===== src/design/pqtds_pkg.sv =====
`default_nettype none

package pqtds_pkg;

	localparam int DIST_BITS = 32;
	localparam int CMD_W     = 2;
	localparam int TIDX_W    = 14;
	localparam int CODE_W    = 8;
	localparam int NSUB_W    = 7;

	localparam logic [NSUB_W-1:0] NSUB_RESET = NSUB_W'(8);

	typedef logic [CMD_W-1:0] cmd_t;

	localparam cmd_t CMD_WRITE  = 2'd0;
	localparam cmd_t CMD_CODE   = 2'd1;
	localparam cmd_t CMD_ABSENT = 2'd2;

	typedef struct packed {
		cmd_t                 cmd;
		logic [TIDX_W-1:0]    table_index;
		logic [DIST_BITS-1:0] table_value;
		logic                 table_last;
		logic [CODE_W-1:0]    code_byte;
		logic                 batch_last;
	} pq_item_t;

	typedef struct packed {
		logic [DIST_BITS-1:0] distance;
		logic                 result_last;
	} pq_result_t;

	// Work carried by the single datapath stage after the memory read.
	typedef enum logic [2:0] {
		OP_NOP,
		OP_ADD,
		OP_ADD_EMIT,
		OP_CLEAR,
		OP_EMIT_ZERO
	} op_t;

	typedef struct packed {
		logic wr_en;
		logic rd_en;
		logic s1_go;
		op_t  op_s1;
		logic ready_s1;
		logic last_s1;
	} dp_cmd_t;

	typedef struct packed {
		logic out_free;
	} dp_stat_t;

endpackage

`default_nettype wire


===== src/design/pqtds_ctrl.sv =====
`default_nettype none

module pqtds_ctrl
	import pqtds_pkg::*;
#(
	parameter int MAX_SUBSPACES = 64,
	parameter int PW = (MAX_SUBSPACES > 1) ? $clog2(MAX_SUBSPACES) : 1
) (
	input  wire logic              clk,
	input  wire logic              arst_n,
	input  wire logic              item_valid,
	output logic                   item_ready,
	input  wire pq_item_t          item,
	input  wire logic              cfg_we,
	input  wire logic [NSUB_W-1:0] cfg_wdata,
	output logic [PW-1:0]          pos,
	output dp_cmd_t                cmd,
	input  wire dp_stat_t          stat
);

	typedef enum logic {
		S_IDLE,
		S_ACTIVE
	} state_t;

	localparam logic [9:0] MAXV = 10'(MAX_SUBSPACES);

	state_t              state_q;
	op_t                 op_s1;
	logic                ready_s1;
	logic                last_s1;
	logic [PW-1:0]       pos_q;
	logic                table_ready_q;
	logic [NSUB_W-1:0]   nsub_q;

	logic       accept;
	logic       s1_go;
	logic       s1_emits;
	logic [9:0] m_eff;
	logic [9:0] pos_inc;
	logic       vec_done;
	op_t        op_next;

	always_comb begin
		if (nsub_q == '0) begin
			m_eff = 10'd1;
		end else if (10'(nsub_q) > MAXV) begin
			m_eff = MAXV;
		end else begin
			m_eff = 10'(nsub_q);
		end
	end

	assign pos_inc  = 10'(pos_q) + 10'd1;
	assign vec_done = pos_inc >= m_eff;

	// A stage that will emit may only move on once the output register is free.
	assign s1_emits   = op_s1 == OP_ADD_EMIT || op_s1 == OP_EMIT_ZERO;
	assign s1_go      = (state_q == S_ACTIVE) && (!s1_emits || stat.out_free);
	assign item_ready = (state_q == S_IDLE) || s1_go;
	assign accept     = item_valid && item_ready;

	always_comb begin
		case (item.cmd)
			CMD_WRITE:  op_next = item.table_last ? OP_CLEAR : OP_NOP;
			CMD_CODE:   op_next = vec_done ? OP_ADD_EMIT : OP_ADD;
			CMD_ABSENT: op_next = OP_EMIT_ZERO;
			default:    op_next = OP_NOP;
		endcase
	end

	always_ff @(posedge clk or negedge arst_n) begin
		if (!arst_n) begin
			state_q       <= S_IDLE;
			op_s1         <= OP_NOP;
			ready_s1      <= 1'b0;
			last_s1       <= 1'b0;
			pos_q         <= '0;
			table_ready_q <= 1'b0;
			nsub_q        <= NSUB_RESET;
		end else begin
			if (cfg_we) begin
				nsub_q <= cfg_wdata;
			end
			if (accept) begin
				state_q  <= S_ACTIVE;
				op_s1    <= op_next;
				ready_s1 <= table_ready_q;
				last_s1  <= item.batch_last;
				case (item.cmd)
					CMD_WRITE: begin
						if (item.table_last) begin
							table_ready_q <= 1'b1;
							pos_q         <= '0;
						end
					end
					CMD_CODE: begin
						pos_q <= vec_done ? '0 : pos_inc[PW-1:0];
					end
					CMD_ABSENT: begin
						pos_q <= '0;
					end
					default: begin
						pos_q <= pos_q;
					end
				endcase
			end else if (s1_go) begin
				state_q <= S_IDLE;
				op_s1   <= OP_NOP;
			end
		end
	end

	assign pos          = pos_q;
	assign cmd.wr_en    = accept && (item.cmd == CMD_WRITE);
	assign cmd.rd_en    = accept && (item.cmd == CMD_CODE);
	assign cmd.s1_go    = s1_go;
	assign cmd.op_s1    = op_s1;
	assign cmd.ready_s1 = ready_s1;
	assign cmd.last_s1  = last_s1;

endmodule

`default_nettype wire

===== config.mk =====
export PLATFORM = sky130hd
export DESIGN_NAME = pqtds_ctrl
export DESIGN_NICKNAME = d
export VERILOG_FILES = /design/src/design/pqtds_pkg.sv /design/src/design/pqtds_ctrl.sv
export SDC_FILE = /design/constraint.sdc
export NUM_CORES = 1
export LEC_CHECK = 0
export ABC_AREA = 1
export BUFFER_PORTS_ARGS = -buffer_cell sky130_fd_sc_hd__buf_2
export CELL_PAD_IN_SITES_DETAIL_PLACEMENT = 0
export CELL_PAD_IN_SITES_GLOBAL_PLACEMENT = 1
export CORE_MARGIN = 10
export CORE_UTILIZATION = 30
export DETAILED_ROUTE_END_ITERATION = 6
export PLACE_DENSITY_LB_ADDON = 0.1
export SKIP_LAST_GASP = 1
export SLEW_MARGIN = 30
export SYNTH_ARGS = -nofsm -noshare
export SYNTH_HDL_FRONTEND = slang
export SYNTH_SLANG_ARGS = --single-unit

===== constraint.sdc =====
create_clock -name clk -period 3.2 [get_ports clk]
set_input_delay 0.16 -clock clk [delete_from_list [all_inputs] [get_ports clk]]
set_output_delay 0.16 -clock clk [all_outputs]
set_load 0.01 [all_outputs]

### Word-level counts from Yosys, hierarchy flattened

Cells that the tools add are included.
W data, S select, Z words.

| word-level totals | value |
|---|---|
| flip-flop bits (word level) | 20 |
| input bits | 70 |
| output and inout port bits | 15 |
| logic and storage cells | 42 |

| operators by class | value |
|---|---|
| $add $sub $neg | 1 |
| order comparisons | 2 |
| eq/ne operators | 5 |
| mux-type cells | 12 |
| bitwise logic cells | 1 |
| reduce and logical (&&, ||, !) cells | 14 |

Operators by type and width:

| cell | number |
|---|---|
| $pmux W6 S3 | 1 |
| $mux W6 | 2 |
| $ge A7 B10 Y1 | 1 |
| $mux W10 | 1 |
| $pmux W3 S3 | 1 |
| $add A6 B1 Y7 const B | 1 |
| $gt A7 B7 Y1 const B | 1 |
| $logic_not A7 Y1 | 1 |
| $mux W7 | 1 |
| $mux W3 | 2 |
| $reduce_and A3 Y1 | 2 |
| $logic_and A1 B1 Y1 | 4 |
| $mux W2 | 2 |
| $eq A3 B2 Y1 const B | 1 |
| $eq A3 B3 Y1 const B | 1 |
| $logic_or A1 B1 Y1 | 3 |
| $reduce_bool A3 Y1 | 1 |
| $eq A2 B1 Y1 const B | 1 |
| $eq A2 B2 Y1 const B | 1 |
| $logic_not A2 Y1 | 1 |
| $mux W1 | 2 |
| $ne A2 B2 Y1 const B | 1 |
| $reduce_bool A2 Y1 | 1 |
| $logic_not A1 Y1 | 1 |
| $not A1 Y1 | 1 |

### Logic depth before layout (Yosys ltp)

Gate-level depths: netlist of run 1.

| depth | value |
|---|---|
| depth in word-level cells | 8 |
| mapped depth | 15 |
| gate-level depth less buffers | 15 |

### Least setup slack after synthesis of run 1

Ideal clock, no wire load.

| path | value |
|---|---|
| path type | register to register |
| start point | reg nsub_q[0] |
| end point | reg pos_q[1] (netlist: pos[1]) |
| arrival | 1858 ps |
| required time | 3135 ps |
| slack | 1277 ps |
| stages on the path, launching flop included | 13 |
| path buffers | 0 |
| clock period less this slack | 1923 ps |
| path through | dfrtp_1 > nor2_1 > nand3_1 > o31ai_4 > nand2_1 > ha_1 > nand2_1 > inv_1 > nand2_1 > a21oi_1 > nor2_1 > nand3_1 > nand2_1 |

| on the way | value |
|---|---|
| cells in the longest elaborated chain, start to end | 6 |
| elaborated cells on any way between the ends | 7 |
| classes of those cells | 2 x order compare; 4 x mux; 1 x reduce/logical |

Ends and longest elaborated chain:

| what | RTL line | text |
|---|---|---|
| start, declared | pqtds_ctrl.sv:34 | `logic [NSUB_W-1:0] nsub_q;` |
| start signal, assigned | pqtds_ctrl.sv:83 | `nsub_q <= cfg_wdata;` |
| $gt A7 B7 Y1 | pqtds_ctrl.sv:47 | `end else if (10'(nsub_q) > MAXV) begin` |
| $mux W7 | pqtds_ctrl.sv:47 |  |
| $mux W10 (*) | pqtds_ctrl.sv:45 | `if (nsub_q == '0) begin` |
| $ge A7 B10 Y1 (*) | pqtds_ctrl.sv:55 | `assign vec_done = pos_inc >= m_eff;` |
| $mux W6 (*) | pqtds_ctrl.sv:98 | `pos_q <= vec_done ? '0 : pos_inc[PW-1:0];` |
| $pmux W6 S3 (*) | pqtds_ctrl.sv:90 | `case (item.cmd)` |
| end signal, assigned | pqtds_ctrl.sv:98 |  |
| end signal, assigned | pqtds_ctrl.sv:104 | `pos_q <= pos_q;` |
| end, declared | pqtds_ctrl.sv:32 | `logic [PW-1:0] pos_q;` |

Mark *: on every way between the ends. The rest lies on a longest branch, timed or not.
A chain may end at the register's enable or synchronous reset.

### Worst setup path in the final report of run 1

| path | value |
|---|---|
| start point | reg nsub_q[0] |
| end point | reg pos_q[0] (netlist: pos[0]) |

The elaborated chain is that of the path after synthesis.

==> results of run 1 <==
critical path, stage by stage, from the launching register on:
cell      delay, ns
dfrtp_1        0.40
nor2_1         0.12
nand3_1        0.14
o31ai_4        0.30
nand2_1        0.11
ha_1           0.30
a21oi_1        0.18
a21oi_1        0.11
nor2_1         0.35
nand3b_1       0.13
nand2_1        0.07
through the flow:
stage,cell area (um2),setup slack (ns),total power [W],hold slack (ns)
finish,1520,0.939,0.000635,0.103
global route,1520,0.593,0.000684,0.107
CTS,1520,0.897,0.000647,0.100
detailed placement,1450,0.920,0.000445,0.150
global placement,1450,0.932,0.000440,0.145
floorplan,1270,1.28,0.000394,-0.136
worst min path at each step:
stage,start,end,slack (ns),cells past startpoint
final,cfg_wdata[2],nsub_q[2],0.10,3
after global routing,cfg_wdata[2],nsub_q[2],0.11,3
after CTS,cfg_wdata[5],nsub_q[5],0.10,3
after detailed placement,arst_n,ready_s1,0.15,1
after global placement,arst_n,ready_s1,0.14,1
after floorplan,arst_n,last_s1,-0.14,0
sequential cells by signal, indices dropped and copies added, names as in the netlist:
register	flops
state_q	1
ready_s1	1
nsub_q	7
table_ready_q	1
op_s1	3
last_s1	1
pos	6
where the power goes:
group	internal, W	leakage (nW)	switching [W]	total [W]
registers	0.000274	0.248	0.0000220	0.000296
clock network	0.000110	0.0288	0.0000872	0.000197
logic	0.0000571	0.555	0.0000848	0.000142
total	0.000441	0.831	0.000194	0.000635
layout make-up:
cell class | instances | share of cell area (%)
clock buffers | 4 | 3.63
inverters | 22 | 5.44
multi-input cells | 111 | 43.2
flip-flops and latches | 20 | 33.1
well taps | 50 | 4.12
repair buffers | 31 | 10.6
repair_timing:
action	4_1_cts	5_1_grt
hold buffers	1	0
endpoints found under the hold margin	19	0
endpoints found under the setup margin	0	0
routing by layer:
| metal | up-vias | part of all wire [%] | wire length (um) |
|---|---|---|---|
| met3 | 4 | 5.1 | 156 |
| met1 | 493 | 48 | 1440 |
| met4 | 0 | 0.69 | 21 |
| met5 | - | 0 | 0 |
| li1 | 571 | - | - |
| met2 | 16 | 47 | 1410 |
cells by family after synthesis:
| group | Yosys count |
|---|---|
| adder cells (fa/ha/maj) | 8 |
| flip-flops | 20 |
| XOR/XNOR | 1 |
| multiplexers | 4 |
| AO/OA/AOI/OAI | 12 |
| buffers and inverters | 26 |
| AND/OR/NAND/NOR | 86 |
cells in the mapped netlist, types with 2 or more instances:
master and number:
nand2_1 54, inv_1 21, dfrtp_1 19, nand3_1 12
ha_1 8, o21ai_0 5, mux2_2 4, nand4_1 4
nor2_1 4, buf_4 3, nor2_2 3, nor3_1 3
a21oi_1 2, nand3_2 2, o21ai_1 2
cells in the final DEF (no fill, tap or decap), types with 2 or more instances in the layout:
cell      instances
nand2_1          54
a21oi_1           2
nand3_1          12
nand3_2           2
o21ai_0           5
o21ai_1           2
nor2_1            4
clkbuf_8          4
nor2_2            3
dfrtp_1          19
ha_1              8
nor3_1            3
buf_2            30
mux2_2            4
nand4_1           4
inv_1            21
==> flow_summary.ini, run 1 <==
[cts]
cts_sinks = 20
h-tree-depth = 1
clk_pin_slew_ns = 0.08
clock_latency_ns = 0.26
cts_tree = done
cts-root-buf = clkbuf_8
cts_setup_buffers = 0
clock_path_buffers = 2
cts_buffers = 3
cts-resized-gates = 0

[critical_path]
crit_path_end = pos[0]
cp-start-kind = flop
worstPathArrival_ns = 2.47
critical_path_class = flop to flop
r2r_cells = 10
path_max_fanout = 6
critPathCaptureType = flop
crit_required_ns = 3.40
reg2reg_slack_ns = 0.94
timing.rr.start = nsub_q[0]
cp-startpoint = nsub_q[0]
reg2reg_to = pos[0]

[layout]
final_cells = 238
area_growth_pct = 19.7
multi_input_area_um2 = 656
fin_util_pct = 37.4
num-fill-cells = 452
seqCellArea_um2 = 502
n_antenna_cell = 0
nets = 267
drive_above_1_share_pct = 26.1

[sta]
finalCritPeriodShare_pct = 70.7
fin_tns_setup_ns = 0
maxSlewHeadroom_pct = 68.0
rsz0062_at_grt = no
setup_viol = 0
min_period_ns = 2.26
fmax_ghz = 0.442
maxSlewViolCount = 0
tightest_slew_ns = 0.480
finClkSkew_ns = 0.00267
finalHoldViolations = 0

[min_path]
hold_class = input pin to flop

[power_and_ir_drop]
p_leak_nw = 0.831
power.density_nw_per_um2 = 418
ir_worst_vdd_v = 0.000175

[logic_synthesis]
synth-compound-area-share_pct = 6.71
syn-instance-count = 157
yosysTopAreaCell = dfrtp_1
synth_top_family_by_area = simple AND/OR/NAND/NOR gates
ys_types = 26
synth_top_area_share_pct = 37.5
yosys_warnings = 0
synthSimpleGateAreaFrac_pct = 32.9
synth_area_per_cell_um2 = 8.07
synth_mux_area_share_pct = 3.55
synthArstFlopShare_pct = 100
synth_area_um2 = 1270
synth-seq-cells = 20
syn_nets = 235
synth-main-ff-cell = dfrtp_1
synthTopCellsByArea = dfrtp_1 (38%), nand2_1 (16%), ha_1 (7.9%)
synth_edf_count = 0
ys_seq_area_share_pct = 39.6
synth_xor_area_share_pct = 0.691
synthAdderAreaFrac_pct = 7.90

[place]
place_congestion = 0.760
portBuffers = 30
place_hpwl_um = 2450
placed_cells = 233

[floorplanning]
die_width_um = 85
io_pins = 85
dieArea_um2 = 7230
start_util_pct = 31.2
fp-row-count = 23
fp.dieH_um = 85
core_um2 = 4060

[grt]
use_met3_pct = 2.68
met1_usage_pct = 10.4
busiest_layer = met2
grt_pass1_vias = 1081
antenna_found_initial = 0
grt_overflow = 0
grtUsageMet2_pct = 14.1
grt_use_total_pct = 8.60
grt_pass1_wl_um = 5190
grt_max_degree = 21

[routing]
route.detailed.drc = 0
drt_wl_total_um = 3030
post_drt_via_cell_ratio = 4.55
num_vias = 1084
drt_first_pass_iters = 4
antenna_left = 0
drtIter0Drc = 35
routedWlPerCell_um = 12.7

[status]
status = complete, no violations

[flow_run]
maxCapViolations = 0
Power figures use the tool's default switching activity.
==> run 2: changes to the inputs <==
Settings changed: ABC_AREA 1 to 0, CORE_UTILIZATION 30 to 25.
Clock period 3.2 ns to 1.8 ns, I/O delays scaled along.
==> run 2 against run 1 <==
Effect of this change: the run now ends with negative setup slack left; flip-flop and latch count is the same; wire length grew 1.2%; first-iteration DRC count shrank 8.6%; hold slack lost 0.059 ns; synthesized area shrank 10%; clock skew grew 0.0059 ns; register-to-register slack lost 1.3 ns; critical path depth is the same; critical path type unchanged; critical endpoint unchanged; highest routed layer unchanged.
==> flow_summary.ini, run 2 <==
[critical_path]
r2r_cells = 10
cp-start-kind = flop
cp_num_buf_inv = 2
cpMaxStageDelayCell = dfrtp_2
worstPathArrival_ns = 2.31
timing.rr.start = pos[2]
cpPeakStageDelay_ns = 0.43
path_max_fanout = 5
path_depth = 10
critPathCaptureType = flop
reg2reg_to = pos[0]
reg2reg_slack_ns = -0.32
crit_chain = buf_4 -> buf_4 -> nand3_2 -> xnor2_2 -> ha_1 -> and3_4 -> a221oi_2 -> o21ai_2 -> or2_4 -> o21ai_2
crit_required_ns = 2.00
critical_path_class = flop to flop
cpLargestDelayFamily = simple AND/OR/NAND/NOR gates

[sta]
rsz0062_at_grt = yes
fin_tns_setup_ns = -2.23
tightest_slew_ns = 0.461
maxSlewViolCount = 0
min_period_ns = 2.12
finalHoldViolations = 0
fmax_ghz = 0.473
maxSlewHeadroom_pct = 69.3
finClkSkew_ns = 0.00861
setup_viol = 8
finalCritPeriodShare_pct = 118
timing.final.ws_setup_ns = -0.315
hold-worst-slack_ns = 0.0446

[routing]
drt_first_pass_iters = 4
drtIter0Drc = 32
drt_wl_total_um = 3070
num_vias = 992
routedWlPerCell_um = 14.0
route.detailed.drc = 0
post_drt_via_cell_ratio = 4.53
antenna_left = 0

[logic_synthesis]
synth_top_area_share_pct = 41.9
synthArstFlopShare_pct = 100
synth-seq-cells = 20
synth_edf_count = 0
ys_types = 29
synth_most_common_cell = dfrtp_1
syn_nets = 188
synth_area_um2 = 1140
ys_seq_area_share_pct = 44.2
yosysTopAreaCell = dfrtp_1
synthTopCellsByArea = dfrtp_1 (42%), ha_1 (8.8%), mux2_2 (7.9%)
yosys_warnings = 0
synth_area_per_cell_um2 = 10.3
synth-main-ff-cell = dfrtp_1
syn-instance-count = 110
synth_common_cells = dfrtp_1 (19), nand2_1 (14), nor2_1 (9), ha_1 (8), mux2_2 (8)

[floorplanning]
die_width_um = 87.4
dieArea_um2 = 7640
fp.dieH_um = 87.4
start_util_pct = 25.9
fp-row-count = 24
core_um2 = 4380
io_pins = 85

[cts]
cts_buffers = 3
cts_sinks = 20
h-tree-depth = 1
cts_tree = done
cts-root-buf = clkbuf_8
clock_path_buffers = 2
clock_latency_ns = 0.26
clk_pin_slew_ns = 0.08

[grt]
grt_overflow = 0
grt_pass1_wl_um = 5110
grt_pass1_vias = 1039
antenna_found_initial = 0
grt_use_total_pct = 8.39
grt_max_degree = 21

[power_and_ir_drop]
p_leak_nw = 0.842
power.density_nw_per_um2 = 739
ir_worst_vdd_v = 0.000406

[place]
pre_cts_ws_ns = -0.425
place_hpwl_um = 2390
portBuffers = 30
post_dp_cell_area_um2 = 1460
place_congestion = 0.784

[layout]
n_antenna_cell = 0
final_cell_mix = buf_2 (30), buf_4 (25), dfrtp_1 (15)
nets = 246
finalInstanceArea_um2 = 1650
drive_above_1_share_pct = 52.7
largest_register_ffs = 7
layout_commonest_cell = buf_2
fin_util_pct = 37.6
area_growth_pct = 44.9
largest-register = nsub_q

[min_path]
worstHoldStart = cfg_wdata[6]
hold_class = input pin to flop
holdPathStages = 3
min_to = nsub_q[6]

[status]
status = finished with violations
violations = negative setup slack

[flow_run]
maxCapViolations = 0
run 2: what timing repair did:
item	4_1_cts	5_1_grt
hold buffers	1	0
endpoints found under the hold margin	19	0
pin swaps	6	8
resized for setup	5	6
endpoints found under the setup margin	8	9
setup buffers	5	5
cloned	0	0
run 2: stage by stage:
step           total power, W  cells
6_report              0.00122    219
2_1_floorplan        0.000717    110
4_1_cts               0.00122    214
5_1_grt               0.00131    219
3_5_place_dp         0.000858    204
3_3_place_gp         0.000852    204
run 2: final cells by class:
class                           count  area (um2)
Timing Repair Buffer               57         359
Clock buffer                        4        45.0
Sequential cell                    20         507
Tap cell                           52        65.1
Inverter                            3        11.3
Multi-Input combinational cell     83         659
Fill cell                         456        2740
run 2: per-layer routing:
metal	part of all wire, %	global-route usage, %
met5	0	0
met4	0.65	1.74
met3	7.0	3.84
met2	45	13.5
met1	47	9.99
run 2: how the worst max path moves through the flow:
stage                start      to  slack, ns
detailed placement  pos[1]  pos[0]      -0.42
finish              pos[2]  pos[0]      -0.32
global route        pos[4]  pos[0]      -0.48
floorplan           pos[1]  pos[0]      -0.23
CTS                 pos[1]  pos[0]      -0.35
global placement    pos[1]  pos[5]      -0.34
run 2: worst register-to-register path, stage by stage (launching register included):
cell	delay [ns]
dfrtp_2	0.43
buf_4	0.14
buf_4	0.13
nand3_2	0.07
xnor2_2	0.13
ha_1	0.26
and3_4	0.16
a221oi_2	0.25
o21ai_2	0.13
or2_4	0.26
o21ai_2	0.10
run 2: cell families after synthesis:
logic type / Yosys count / synth area share (%)
AO/OA/AOI/OAI: 21 / 15.2
XOR/XNOR: 4 / 3.08
adder cells (fa/ha/maj): 8 / 8.81
buffers and inverters: 7 / 3.30
flip-flops: 20 / 44.2
AND/OR/NAND/NOR: 42 / 17.5
multiplexers: 8 / 7.93
run 2: where the power goes:
group          switching, W  internal, W  leakage (nW)
registers         0.0000392     0.000496         0.238
logic              0.000170     0.000199         0.581
clock network      0.000156     0.000158        0.0228
==> run 3: changes to the inputs <==
Settings changed: GPL_TIMING_DRIVEN from default to 0, SLEW_MARGIN 30 to 20.
==> run 3 against run 2 <==
Effect of this change: the run still ends with negative setup slack left; worst setup slack got worse by 0.061 ns; combinational power fell by 10%; clock skew fell by 0.0017 ns; first-iteration DRC count rose by 44%; sequential share of layout area rose by 0.67 points; cell area fell by 2.1%; critical endpoint unchanged; largest cell class unchanged; largest power group unchanged.
==> flow_summary.ini, run 3 (synthesis gave the netlist of run 2 again) <==
[routing]
post_drt_via_cell_ratio = 4.59
drt-met1-wl_um = 1360
num_vias = 940
wl_met3_um = 183
drt_first_pass_iters = 3
drtIter0Drc = 46
antenna_left = 0
routedWlPerCell_um = 14.6
route.detailed.drc = 0
drt_wl_total_um = 2990
highest_layer = met4
dr_wl_met2_um = 1430

[place]
post_dp_cell_area_um2 = 1360
pre_cts_ws_ns = -0.477
portBuffers = 29
placed_cells = 191
place_hpwl_um = 2220
place_congestion = 0.787

[critical_path]
r2r_cells = 10
timing.rr.start = pos[0]
reg2reg_slack_ns = -0.38
crit_required_ns = 1.99
path_max_fanout = 5
critical_path_class = flop to flop
cp-startpoint = pos[0]
worstPathArrival_ns = 2.37
cpPeakStageDelay_ns = 0.45
crit_chain = ha_4 -> buf_4 -> nand2b_1 -> nand2_1 -> ha_1 -> a21o_1 -> a221oi_4 -> o21ai_4 -> or2_4 -> o21ai_2
reg2reg_to = pos[0]
cpMaxStageDelayCell = dfrtp_2
cp-start-kind = flop
cpLargestDelayFamily = compound AO/OA/AOI/OAI gates
path_depth = 10
cp_num_buf_inv = 1
crit_path_end = pos[0]
critPathCaptureType = flop

[layout]
layout_commonest_cell = buf_2
largest_register_ffs = 7
seqCellArea_um2 = 507
largest-register = nsub_q
drive_above_1_share_pct = 51.6
area_growth_pct = 41.9
n_antenna_cell = 0
final_cells = 205
final_cell_mix = buf_2 (28), dfrtp_1 (15), nand2_1 (13)
nets = 232
multi_input_area_um2 = 728
num-fill-cells = 454
finalInstanceArea_um2 = 1610

[cts]
clk_pin_slew_ns = 0.08
cts_buffers = 3
h-tree-depth = 1
clock_path_buffers = 2
cts_tree = done
cts-root-buf = clkbuf_8
cts_sinks = 20
clock_latency_ns = 0.26

[grt]
antenna_found_initial = 0
grt_pass1_wl_um = 4800
grt_overflow = 0
grt_pass1_vias = 1017
grt_use_total_pct = 7.81
grt_max_degree = 21

[sta]
rsz0062_at_grt = yes
timing.final.ws_setup_ns = -0.376
min_period_ns = 2.18
hold-worst-slack_ns = 0.0378
maxSlewViolCount = 0
finalCritPeriodShare_pct = 121
setup_viol = 8
finClkSkew_ns = 0.00695
tightest_slew_ns = 0.495
maxSlewHeadroom_pct = 67.0
fmax_ghz = 0.460
finalHoldViolations = 0

[power_and_ir_drop]
ir_worst_vdd_v = 0.000470
p_leak_nw = 0.772
power.density_nw_per_um2 = 732

[floorplanning]
dieArea_um2 = 7640
start_util_pct = 25.9
io_pins = 85
core_um2 = 4380
fp-row-count = 24
fp.dieH_um = 87.4
die_width_um = 87.4

[min_path]
hold_class = input pin to flop
worstHoldStart = cfg_wdata[6]

[status]
status = finished with violations
violations = negative setup slack

[flow_run]
maxCapViolations = 0
run 3: worst min path at each step:
stage / to / slack, ns / cells past startpoint
4_1_cts: nsub_q[6] / 0.03 / 3
3_3_place_gp: pos[4] / 0.08 / 1
6_report: nsub_q[6] / 0.04 / 3
2_1_floorplan: last_s1 / -0.21 / 0
3_5_place_dp: pos[4] / 0.09 / 1
5_1_grt: nsub_q[1] / 0.05 / 2
run 3: layer usage:
layer / track usage [%] / vias to the layer above
met1: 9.09 / 445
li1: - / 472
met2: 13.1 / 21
met5: 0 / -
met4: 1.30 / 0
met3: 3.37 / 2
run 3: power breakdown:
group | switching (W) | internal (W) | total (W)
registers | 0.0000478 | 0.000496 | 0.000544
clock network | 0.000147 | 0.000157 | 0.000304
logic | 0.000166 | 0.000165 | 0.000331
total | 0.000361 | 0.000818 | 0.00118
run 3: repair_timing:
| action | CTS | global route |
|---|---|---|
| hold endpoints to repair | 19 | 0 |
| resized for setup | 5 | 17 |
| hold buffers | 1 | 0 |
| cloned | 0 | 0 |
| setup endpoints to repair | 8 | 9 |
| setup buffers | 5 | 4 |
| pin swaps | 4 | 6 |
run 3: worst register-to-register path: cells and delay by family (launching register included):
kind | cells | cell delay (ns)
AO/OA/AOI/OAI | 4 | 0.72
adder cells (fa/ha/maj) | 2 | 0.36
buffers and inverters | 1 | 0.12
flip-flops | 1 | 0.45
AND/OR/NAND/NOR | 3 | 0.46
run 3: area by class of cell:
cell class | instances | area share [%]
clock buffer | 4 | 2.80
timing repair buffer | 39 | 14.2
buffer | 4 | 1.63
sequential | 20 | 31.4
multi-input combinational | 83 | 45.2
tap | 52 | 4.04
inverter | 3 | 0.699
run 3: per-stage QoR:
stage          setup TNS, ns  total power, W  utilization, %
3_3_place_gp           -3.23        0.000817            31.1
5_1_grt                -3.39         0.00127            36.8
3_5_place_dp           -3.47        0.000827            31.1
6_report               -2.43         0.00118            36.8
4_1_cts                -2.61         0.00117            33.8
2_1_floorplan          -1.27        0.000717               -
